**config.mk**
```make
export PLATFORM = sky130hd
export DESIGN_NAME = swts_seq
export DESIGN_NICKNAME = d
export VERILOG_FILES = /design/src/rtl/core/swts_pkg.sv /design/src/rtl/core/swts_cmp.sv /design/src/rtl/core/swts_seq.sv
export SDC_FILE = /design/constraint.sdc
export NUM_CORES = 1
export LEC_CHECK = 0
export ABC_AREA = 1
export BUFFER_PORTS_ARGS = -buffer_cell sky130_fd_sc_hd__buf_2
export CORE_ASPECT_RATIO = 1.75
export CORE_MARGIN = 2
export CORE_UTILIZATION = 30
export CTS_CLUSTER_SIZE = 10
export DETAILED_ROUTE_END_ITERATION = 7
export GPL_TIMING_DRIVEN = 0
export PLACE_DENSITY = 0.61
export SKIP_LAST_GASP = 1
export SLEW_MARGIN = 15
export SYNTH_ARGS = -nofsm -noshare
export SYNTH_HDL_FRONTEND = slang
export SYNTH_SLANG_ARGS = --single-unit
```
**constraint.sdc**
```tcl
create_clock -name i_clk -period 3.9 [get_ports i_clk]
set_input_delay 0.585 -clock i_clk [delete_from_list [all_inputs] [get_ports i_clk]]
set_output_delay 0.585 -clock i_clk [all_outputs]
set_load 0.05 [all_outputs]
```
**src/rtl/core/swts_pkg.sv**
```systemverilog
// ----------------------------------------------------------------------------
// Sorted word table search package
// Shared constants, codes, structs and the character fold function.
// ----------------------------------------------------------------------------
package swts_pkg;

    localparam int TABLE_DEPTH = 1024;
    localparam int ADDR_W      = $clog2(TABLE_DEPTH);
    localparam int IDX_W       = ADDR_W + 1;
    localparam int MAX_CHARS   = 8;
    localparam int CHAR_W      = 8;
    localparam int WORD_W      = MAX_CHARS * CHAR_W;
    localparam int LEN_W       = 4;
    localparam int MODE_W      = 2;
    localparam int CFG_IDX_W   = 2;
    localparam int CFG_DATA_W  = IDX_W;

    // configuration register indexes
    localparam logic [CFG_IDX_W-1:0] CFG_WORD_LENGTH = 2'd0;
    localparam logic [CFG_IDX_W-1:0] CFG_ENTRY_COUNT = 2'd1;
    localparam logic [CFG_IDX_W-1:0] CFG_CASE_FOLD   = 2'd2;
    localparam logic [CFG_IDX_W-1:0] CFG_RESULT_MODE = 2'd3;

    // transaction actions
    localparam logic ACT_LOAD   = 1'b0;
    localparam logic ACT_SEARCH = 1'b1;

    // answer selection
    localparam logic [MODE_W-1:0] MODE_COUNT    = 2'd0;
    localparam logic [MODE_W-1:0] MODE_LOCATION = 2'd1;

    localparam logic [CHAR_W-1:0] CHAR_UPPER_A = 8'h41;
    localparam logic [CHAR_W-1:0] CHAR_UPPER_Z = 8'h5A;
    localparam logic [CHAR_W-1:0] CASE_OFFSET  = 8'h20;

    localparam logic [LEN_W-1:0] WORD_LENGTH_RST = LEN_W'(MAX_CHARS);

    typedef enum logic [1:0] {
        S_IDLE,
        S_PROBE,
        S_READ
    } t_state;

    typedef struct packed {
        logic [LEN_W-1:0]  word_length;
        logic [IDX_W-1:0]  entry_count;
        logic              case_fold;
        logic [MODE_W-1:0] result_mode;
    } t_cfg;

    typedef struct packed {
        logic eq;
        logic lt;
    } t_cmp;

    typedef struct packed {
        logic             found;
        logic [IDX_W-1:0] location;
        logic [IDX_W-1:0] answer;
    } t_result;

    function automatic logic [CHAR_W-1:0] fold_char(input logic [CHAR_W-1:0] c,
                                                    input logic en);
        if (en && c >= CHAR_UPPER_A && c <= CHAR_UPPER_Z) begin
            return c + CASE_OFFSET;
        end
        return c;
    endfunction

endpackage

```
**src/rtl/core/swts_cmp.sv**
```systemverilog
// ----------------------------------------------------------------------------
// Word compare unit
// Orders a key against a table word on the first word_length (1..8) chars.
// ----------------------------------------------------------------------------
module swts_cmp
    import swts_pkg::*;
(
    input  logic [WORD_W-1:0] i_key,
    input  logic [WORD_W-1:0] i_entry,
    input  logic [LEN_W-1:0]  i_word_length,
    input  logic              i_case_fold,
    output t_cmp              o_cmp
);

    logic [LEN_W-1:0]     len_sat;
    logic [MAX_CHARS-1:0] stop;
    logic [MAX_CHARS-1:0] less;

    always_comb begin
        if (i_word_length == '0) begin
            len_sat = LEN_W'(1);
        end else if (i_word_length > LEN_W'(MAX_CHARS)) begin
            len_sat = LEN_W'(MAX_CHARS);
        end else begin
            len_sat = i_word_length;
        end
    end

    // per character: does the compare end here, and which way
    always_comb begin
        logic [CHAR_W-1:0] a;
        logic [CHAR_W-1:0] b;
        for (int i = 0; i < MAX_CHARS; i++) begin
            a = fold_char(i_key[WORD_W-1-CHAR_W*i -: CHAR_W], i_case_fold);
            b = fold_char(i_entry[WORD_W-1-CHAR_W*i -: CHAR_W], i_case_fold);
            stop[i] = (LEN_W'(i) < len_sat) && ((a != b) || (a == '0));
            less[i] = a < b;
        end
    end

    // first stopping character decides; a shared zero character means equal
    always_comb begin
        o_cmp.eq = 1'b1;
        o_cmp.lt = 1'b0;
        for (int i = MAX_CHARS - 1; i >= 0; i--) begin
            if (stop[i]) begin
                o_cmp.lt = less[i];
                o_cmp.eq = 1'b0;
                if (!less[i]) begin
                    o_cmp.eq = 1'b1;
                end
            end
        end
        // a stop without a difference is the zero-character case
        o_cmp.eq = 1'b1;
        for (int i = MAX_CHARS - 1; i >= 0; i--) begin
            if (stop[i]) begin
                o_cmp.eq = 1'b0;
                if (i_key[WORD_W-1-CHAR_W*i -: CHAR_W] == i_entry[WORD_W-1-CHAR_W*i -: CHAR_W]
                    || fold_char(i_key[WORD_W-1-CHAR_W*i -: CHAR_W], i_case_fold)
                       == fold_char(i_entry[WORD_W-1-CHAR_W*i -: CHAR_W], i_case_fold)) begin
                    o_cmp.eq = 1'b1;
                end
            end
        end
    end

endmodule

```
**src/rtl/core/swts_seq.sv**
```systemverilog
// ----------------------------------------------------------------------------
// Bisection sequencer
// Holds the search bounds, drives the table read address and reuses the
// compare unit once per probe.
// ----------------------------------------------------------------------------
module swts_seq
    import swts_pkg::*;
(
    input  logic              i_clk,
    input  logic              i_rst_n,
    input  logic              i_go,
    input  logic [WORD_W-1:0] i_key,
    input  t_cfg              i_cfg,
    input  logic [WORD_W-1:0] i_rdata,
    output logic [ADDR_W-1:0] o_raddr,
    output logic              o_busy,
    output logic              o_done,
    output t_result           o_res
);

    t_state            r_state, n_state;
    logic [IDX_W-1:0]  r_lo, n_lo;
    logic [IDX_W-1:0]  r_hi, n_hi;
    logic [IDX_W-1:0]  r_mid, n_mid;
    logic [WORD_W-1:0] r_key, n_key;
    t_result           r_res, n_res;
    logic              r_done, n_done;

    logic [IDX_W-1:0]  mid;
    logic [IDX_W-1:0]  count_sat;
    logic              open_range;
    t_cmp              cmp;

    assign mid        = r_lo + ((r_hi - r_lo) >> 1);
    assign open_range = r_lo <= r_hi;
    assign count_sat  = (i_cfg.entry_count > IDX_W'(TABLE_DEPTH)) ?
                        IDX_W'(TABLE_DEPTH) : i_cfg.entry_count;
    assign o_raddr    = ADDR_W'(mid - IDX_W'(1));

    swts_cmp u_cmp (
        .i_key         (r_key),
        .i_entry       (i_rdata),
        .i_word_length (i_cfg.word_length),
        .i_case_fold   (i_cfg.case_fold),
        .o_cmp         (cmp)
    );

    always_comb begin
        n_state = r_state;
        unique case (r_state)
            S_IDLE: begin
                if (i_go) begin
                    n_state = S_PROBE;
                end
            end
            S_PROBE: begin
                n_state = open_range ? S_READ : S_IDLE;
            end
            S_READ: begin
                n_state = cmp.eq ? S_IDLE : S_PROBE;
            end
            default: n_state = S_IDLE;
        endcase
    end

    always_comb begin
        n_lo   = r_lo;
        n_hi   = r_hi;
        n_mid  = r_mid;
        n_key  = r_key;
        n_res  = r_res;
        n_done = 1'b0;
        unique case (r_state)
            S_IDLE: begin
                if (i_go) begin
                    n_lo  = IDX_W'(1);
                    n_hi  = count_sat;
                    n_key = i_key;
                end
            end
            S_PROBE: begin
                if (open_range) begin
                    n_mid = mid;
                end else begin
                    n_done         = 1'b1;
                    n_res.found    = 1'b0;
                    n_res.location = '0;
                    n_res.answer   = '0;
                end
            end
            S_READ: begin
                if (cmp.eq) begin
                    n_done         = 1'b1;
                    n_res.found    = 1'b1;
                    n_res.location = r_mid;
                    unique case (i_cfg.result_mode)
                        MODE_COUNT:    n_res.answer = IDX_W'(1);
                        MODE_LOCATION: n_res.answer = r_mid;
                        default:       n_res.answer = '0;
                    endcase
                end else if (cmp.lt) begin
                    n_hi = r_mid - IDX_W'(1);
                end else begin
                    n_lo = r_mid + IDX_W'(1);
                end
            end
            default: begin
                n_done = 1'b0;
            end
        endcase
    end

    always_ff @(posedge i_clk) begin
        if (!i_rst_n) begin
            r_state <= S_IDLE;
            r_lo    <= '0;
            r_hi    <= '0;
            r_mid   <= '0;
            r_done  <= 1'b0;
        end else begin
            r_state <= n_state;
            r_lo    <= n_lo;
            r_hi    <= n_hi;
            r_mid   <= n_mid;
            r_done  <= n_done;
        end
    end

    always_ff @(posedge i_clk) begin
        r_key <= n_key;
        r_res <= n_res;
    end

    assign o_busy = r_state != S_IDLE;
    assign o_done = r_done;
    assign o_res  = r_res;

endmodule

```
==> impl_metrics.tcl, run 1 <==
set metrics [dict create \
    status "finished, violations left" \
    violations "negative setup slack" \
    fin_ws_ns -0.433 \
    start_util_pct 30.4 \
    via_per_inst 4.87 \
    synth_edf_count 87 \
    ant_nets 0 \
    gp_congestion 0.895 \
    cp_slowest_cell "fa_2" \
    io_buffers 182 \
    drtIter0Drc 345 \
    nets 1716 \
    crit_type "reg -> out" \
    antenna_found_initial 3 \
    synth_simple_gate_area_share_pct 23.7 \
    synth_xor_area_share_pct 3.84 \
    hold_viol_final 0 \
    cts_root_buf "clkbuf_16" \
    syn-cell-area_mm2 0.00935 \
    setup.worst_path.end_class "primary output" \
    synthArstFlopShare_pct 0 \
    dieWidth_um 137 \
    io_pins 184 \
    r2r_start "r_key[16]$_DFFE_PP_" \
    timing.fmax_ghz 0.231 \
    hpwl_um 23500 \
    clk_pin_slew_ns 0.07 \
    min_from "i_key[7]" \
    drive_above_1_share_pct 23.3 \
    clock_latency_ns 0.45 \
    fin_skew_ns 0.0178 \
    period_share_pct 111 \
    r2r-end "o_res[3]$_SDFFCE_PN0P_" \
    synth-compound-area-share_pct 11.8 \
    ctsHtreeMaxLevel 4 \
    clockBufferDepth 2 \
    synthAdderAreaFrac_pct 14.9 \
    r2r_cells 26 \
    firstDrtPassIters 5 \
    grt_overflow 0 \
    yosysUniqueCellTypes 52 \
    tritoncts "built" \
    ys_seq_elements 123 \
    grt_pass1_vias 9126 \
    leakagePower_nw 5.88 \
    vias 9077 \
    synthFlopType "edfxtp_1" \
    hold_path_depth 1 \
    final-setup-viol-count 5 \
    drc 0 \
    finalPower_w 0.00861 \
    cp-startpoint "r_hi[0]$_SDFFE_PN0P_" \
    grt_max_degree 45 \
    hold_path_end "r_key[7]$_DFFE_PP_" \
    yosysWarnings 0 \
    die-area_mm2 0.0327 \
    powerDensity_mw_per_mm2 708 \
    core_mm2 0.0307 \
    irDropWorstVdd_mv 1.41 \
    cpMostUsedCell "inv_2" \
    rows 85 \
    critPathMaxStageDelay_ns 0.54 \
    die_h_um 238 \
    grt_use_total_pct 18.0 \
    max_slew.worst_pin.slew_ns 0.692 \
    synth_top_family_by_area "simple AND/OR/NAND/NOR gates" \
    syn_area_per_cell_um2 7.67 \
    syn_nets 1479 \
    synthToLayoutAreaGrowth_pct 30.0 \
    grt_pass1_wl_um 44400 \
    crit_fanout 2 \
    hold_class "in -> reg" \
    critPathLaunchType "register" \
    crit_chain "inv_2 > ha_4 > inv_2 > fa_2 > ha_4 > inv_2 > fa_2 > o31ai_4 > a21oi_2 > o21bai_2 > buf_4 > xor2_4 > nand4_1 > buf_4 > nor3_4 > xor2_2 > buf_6" \
    drv_cap 0 \
    ctsHoldBuffers 0 \
    ys_seq_area_share_pct 35.6 \
    muxShareOfSynthArea_pct 0 \
    routed_wl_um 29600 \
    wl_per_cell_um 15.9 \
    fin_hold_ws_ns 0.303 \
    slew_violations 0 \
    cp.arrival_ns 3.75 \
    syn_inst 1220 \
    slew_headroom_pct 53.4 \
    rsz0062_at_grt "yes" \
    cts_num_sinks 123 \
    rrSetupSlack_ns 0.39 \
    layout_min_cycle_time_ns 4.33 \
    critPathRequiredTime_ns 3.31 \
    cts_made_buffers 17 \
]
-- placed cells by master, fill, tap and decap left out, types with 8 or more instances in the layout --
| cell type | instances |
|---|---|
| clkbuf_16 | 17 |
| nor2_1 | 141 |
| o21ai_0 | 63 |
| xor2_1 | 15 |
| inv_2 | 10 |
| buf_2 | 177 |
| buf_4 | 32 |
| nand3_1 | 53 |
| ha_4 | 8 |
| a31oi_1 | 9 |
| dfxtp_1 | 32 |
| xnor2_1 | 14 |
| edfxtp_1 | 87 |
| nand2_1 | 206 |
| inv_1 | 214 |
| nor4_1 | 12 |
| buf_6 | 11 |
| ha_1 | 99 |
| a21oi_2 | 10 |
| clkbuf_1 | 9 |
| nor3_1 | 31 |
| a21oi_1 | 70 |
| nand4_1 | 28 |
-- critical path: cells and delay by family, from the launching register on --
family | cells | cell delay, ns
xor+xnor | 2 | 0.35
flops | 1 | 0.31
fa+ha+maj | 4 | 1.15
buf+inv | 6 | 0.63
simple gates | 2 | 0.30
compound gates | 3 | 0.53
-- layout make-up --
| class | count | area (um^2) |
|---|---|---|
| fill | 3089 | 18600 |
| multi-input combinational | 854 | 5510 |
| sequential | 123 | 3340 |
| timing repair buffer | 217 | 1270 |
| inverter | 228 | 863 |
| tap | 391 | 489 |
| clock buffer | 19 | 443 |
| clock inverter | 13 | 143 |
| buffer | 16 | 88.8 |
| antenna | 3 | 7.51 |
-- kinds of logic after synthesis --
logic type | count (synthesis)
AND/OR/NAND/NOR | 505
buffers and inverters | 244
AO/OA/AOI/OAI | 197
flip-flops | 123
adder cells (fa/ha/maj) | 110
XOR/XNOR | 41
-- worst max-delay path by stage --
| stage | end | slack [ns] | depth (start not counted) |
|---|---|---|---|
| after floorplan | o_raddr[7] | -0.23 | 12 |
| after global placement | o_res[1]$_SDFFCE_PN0P_ | -1.12 | 19 |
| after detailed placement | o_res[1]$_SDFFCE_PN0P_ | -0.79 | 19 |
| after CTS | o_raddr[9] | -0.44 | 17 |
| after global routing | o_raddr[9] | -0.57 | 17 |
| final | o_raddr[9] | -0.43 | 17 |
-- registers in the layout, indices dropped and copies added (netlist names) --
name,flops
r_key,64
r_state,2
o_done,1
r_mid,11
o_res,23
r_lo,11
r_hi,11
-- cell usage after synthesis (2+ instances only) --
cell	instances	area, um^2
nand3_4	2	35.0
clkbuf_1	8	30.0
nand3_2	2	20.0
o21bai_1	9	67.6
xor2_1	24	210
nand2_1	209	785
and3_1	2	12.5
o31ai_1	6	45.0
a211oi_1	5	37.5
nor3_1	33	165
edfxtp_1	87	2610
nand2_2	2	12.5
o21ai_1	2	10.0
inv_2	2	7.51
buf_4	2	15.0
nand4_1	28	175
or2_2	3	18.8
dfxtp_1	36	721
a221oi_1	2	17.5
nand3b_1	4	30.0
ha_1	108	1350
o211ai_1	4	30.0
inv_1	225	845
nor4_1	13	81.3
a31oi_1	9	56.3
nor3_2	2	20.0
o21a_1	2	15.0
a21oi_1	81	405
nand3_1	55	275
buf_2	2	10.0
xnor2_1	17	149
fa_1	2	40.0
buf_6	2	22.5
o21ai_0	68	340
nor2_1	144	541
a31o_2	2	17.5
-- routing by layer --
metal	up-vias	global-route usage, %	routed length, um
li1	4544	-	-
met1	4183	16.4	10300
met2	266	34.7	16200
met3	82	3.63	1420
met4	2	11.6	1610
met5	-	0	14
-- where the power goes --
part           switching, W  internal, W  total [W]
logic               0.00323      0.00193    0.00516
registers          0.000172      0.00167    0.00185
clock network      0.000643     0.000960    0.00160
-- timing repair --
| action | CTS | global route |
|---|---|---|
| endpoints found under the setup margin | 29 | 34 |
| cloned | 1 | 0 |
| pin swaps | 23 | 29 |
| setup buffers | 23 | 13 |
| gates resized for setup | 66 | 43 |
-- stage by stage --
step	utilization (%)	instances	setup slack (ns)	area, um^2	TNS [ns]
floorplan	-	1220	-0.227	9360	-0.610
global placement	35.0	1793	-1.12	10800	-29.94
detailed placement	35.1	1794	-0.787	10800	-22.82
CTS	38.6	1849	-0.436	11900	-1.29
global route	39.5	1863	-0.566	12200	-2.26
finish	39.6	1864	-0.433	12200	-1.21
No activity file was read; power rests on OpenSTA's default activity.
==> run 2: changes to the inputs <==
==> constraint.sdc (replaced) <==
create_clock -name i_clk -period 3.9 [get_ports i_clk]
set_input_delay 0.39 -clock i_clk [delete_from_list [all_inputs] [get_ports i_clk]]
set_output_delay 0.39 -clock i_clk [all_outputs]
set_load 0.05 [all_outputs]
==> run 2 against run 1 <==
Compared with the run above: the run still ends with negative setup slack left; count of clock-buffer cells in the layout shrank 1; maximum frequency grew 1.4%; clock power shrank 5%; combinational power shrank 3%; via count shrank 0.46%; design area shrank 1.4%; global-route usage grew 0.058 points; worst setup slack gained 0.060 ns; cell count shrank 0.16%; first-iteration DRC count grew 4.9%; hold slack lost 0.19 ns.
==> impl_metrics.tcl, run 2 (synthesized netlist as in run 1, its figures left out) <==
set metrics [dict create \
    crit_fanout 2 \
    drc 0 \
    grt_overflow 0 \
    grt_pass1_vias 9367 \
    comb_power_share_pct 59.7 \
    io_buffers 182 \
    internal-power_w 0.00436 \
    dp_slack_ns -0.417 \
    drtIter0Drc 362 \
    final_cell_mix "inv_1 (216), nand2_1 (206), buf_2 (179), nor2_1 (141), ha_1 (102)" \
    min_from "i_key[37]" \
    ctsHoldBuffers 0 \
    finalPower_w 0.00834 \
    clk_pin_slew_ns 0.06 \
    critPathRequiredTime_ns 4.21 \
    status "finished, violations left" \
    start_util_pct 30.4 \
    via_per_inst 4.85 \
    io_pins 184 \
    critPathLaunchType "register" \
    firstDrtPassIters 5 \
    clock_latency_ns 0.46 \
    die-area_mm2 0.0327 \
    drv_cap 0 \
    final_cells 1861 \
    rsz0062_at_grt "yes" \
    rows 85 \
    synthToLayoutAreaGrowth_pct 28.1 \
    gp_congestion 0.868 \
    leakagePower_nw 5.83 \
    cts_num_sinks 123 \
    tritoncts "built" \
    fin_setup_tns_ns -1.32 \
    wl_per_cell_um 15.7 \
    die_h_um 238 \
    nets 1715 \
    crit_type "reg -> reg" \
    violations "negative setup slack" \
    p_clk_share_pct 18.2 \
    hold_viol_final 0 \
    slew_headroom_pct 46.0 \
    fin_hold_ws_ns 0.117 \
    largest-register "r_key" \
    cts_root_buf "clkbuf_16" \
    vias 9035 \
    clockBufferDepth 2 \
    r2r_start "r_hi[0]$_SDFFE_PN0P_" \
    cp.arrival_ns 4.58 \
    powerDensity_mw_per_mm2 696 \
    hold_path_end "r_key[37]$_DFFE_PP_" \
    hold_path_depth 1 \
    layout_commonest_cell "inv_1" \
    period_share_pct 110 \
    r2r-end "r_mid[8]$_SDFFE_PN0P_" \
    timing.fmax_ghz 0.234 \
    fin_skew_ns 0.0171 \
    n_fill_cell 3116 \
    rrSetupSlack_ns -0.37 \
    drive_above_1_share_pct 22.5 \
    grt_pass1_wl_um 44800 \
    setup.worst_path.end_class "register" \
    antenna_found_initial 1 \
    fin_ws_ns -0.373 \
    r2r_cells 25 \
    grt_max_degree 46 \
    irDropWorstVdd_mv 1.09 \
    swShare_pct 47.7 \
    dieWidth_um 137 \
    layout_min_cycle_time_ns 4.27 \
    p_seq_share_pct 22.1 \
    cts_made_buffers 17 \
    hpwl_um 23400 \
    largest_reg_flops 64 \
    grt_use_total_pct 18.0 \
    ctsHtreeMaxLevel 4 \
    dp_cells 1794 \
    ant_nets 0 \
    hold_class "in -> reg" \
    core_mm2 0.0307 \
    slew_violations 0 \
    routed_wl_um 29200 \
    switchingPower_w 0.00398 \
    final-setup-viol-count 6 \
    max_slew.worst_pin.slew_ns 0.802 \
]
[run 2: timing repair]
| item | 4_1_cts | 5_1_grt |
|---|---|---|
| setup buffers | 26 | 8 |
| setup endpoints to repair | 28 | 53 |
| gates resized for setup | 52 | 26 |
| pin swaps | 20 | 21 |
| cloned | 1 | 0 |
[run 2: metrics by stage]
stage          instance area (um^2)  utilization [%]
2_1_floorplan                  9360                -
3_3_place_gp                  10800             35.0
3_5_place_dp                  10800             35.1
4_1_cts                       11800             38.3
5_1_grt                       12000             39.0
6_report                      12000             39.0
[run 2: cell type report]
class / instances / area [um^2] / share of cell area [%]
Antenna cell: 1 / 2.50 / 0.0209
Inverter: 228 / 858 / 7.16
Sequential cell: 123 / 3340 / 27.9
Multi-Input combinational cell: 854 / 5410 / 45.1
Timing Repair Buffer: 216 / 1240 / 10.3
Buffer: 16 / 88.8 / 0.741
Clock inverter: 14 / 106 / 0.888
Clock buffer: 18 / 450 / 3.76
Tap cell: 391 / 489 / 4.08
[run 2: how the worst max path moves through the flow]
stage,slack (ns),cells after the start,endpoint,startpoint
global placement,-1.38,25,o_res[0]$_SDFFCE_PN0P_,i_cfg[2]
global route,-0.50,25,r_mid[8]$_SDFFE_PN0P_,r_hi[0]$_SDFFE_PN0P_
floorplan,-0.03,12,o_raddr[7],r_lo[0]$_SDFFE_PN0P_
finish,-0.37,25,r_mid[8]$_SDFFE_PN0P_,r_hi[0]$_SDFFE_PN0P_
detailed placement,-0.42,25,o_res[0]$_SDFFCE_PN0P_,i_cfg[2]
CTS,-0.25,17,o_raddr[9],r_hi[0]$_SDFFE_PN0P_
[run 2: power groups by stage]
stage / clock network [W] / registers, W / logic, W
2_1_floorplan: 0 / 0.00202 / 0.00260
3_3_place_gp: 0 / 0.00187 / 0.00369
3_5_place_dp: 0 / 0.00186 / 0.00375
4_1_cts: 0.00157 / 0.00184 / 0.00464
5_1_grt: 0.00161 / 0.00187 / 0.00538
6_report: 0.00152 / 0.00185 / 0.00498
[run 2: worst max-delay path, stage by stage, from the launching register on]
cell,delay [ns]
dfxtp_1,0.30
inv_2,0.07
ha_4,0.13
inv_2,0.04
fa_2,0.59
ha_4,0.14
inv_2,0.04
fa_2,0.38
o31ai_4,0.27
a21oi_2,0.11
o21bai_2,0.19
a21oi_2,0.08
o21bai_2,0.18
xor2_2,0.24
inv_2,0.07
buf_4,0.14
buf_4,0.12
buf_4,0.12
buf_4,0.12
buf_4,0.12
buf_4,0.12
buf_4,0.12
buf_4,0.12
buf_4,0.12
o21ai_0,0.14
a21oi_1,0.07
[run 2: routing by layer]
layer	global-route usage, %	part of all wire (%)	up-vias
met2	35.2	55	297
met4	11.3	5.7	0
met1	16.2	34	4094
met5	0	0	-
met3	3.73	5.7	95
li1	-	-	4549
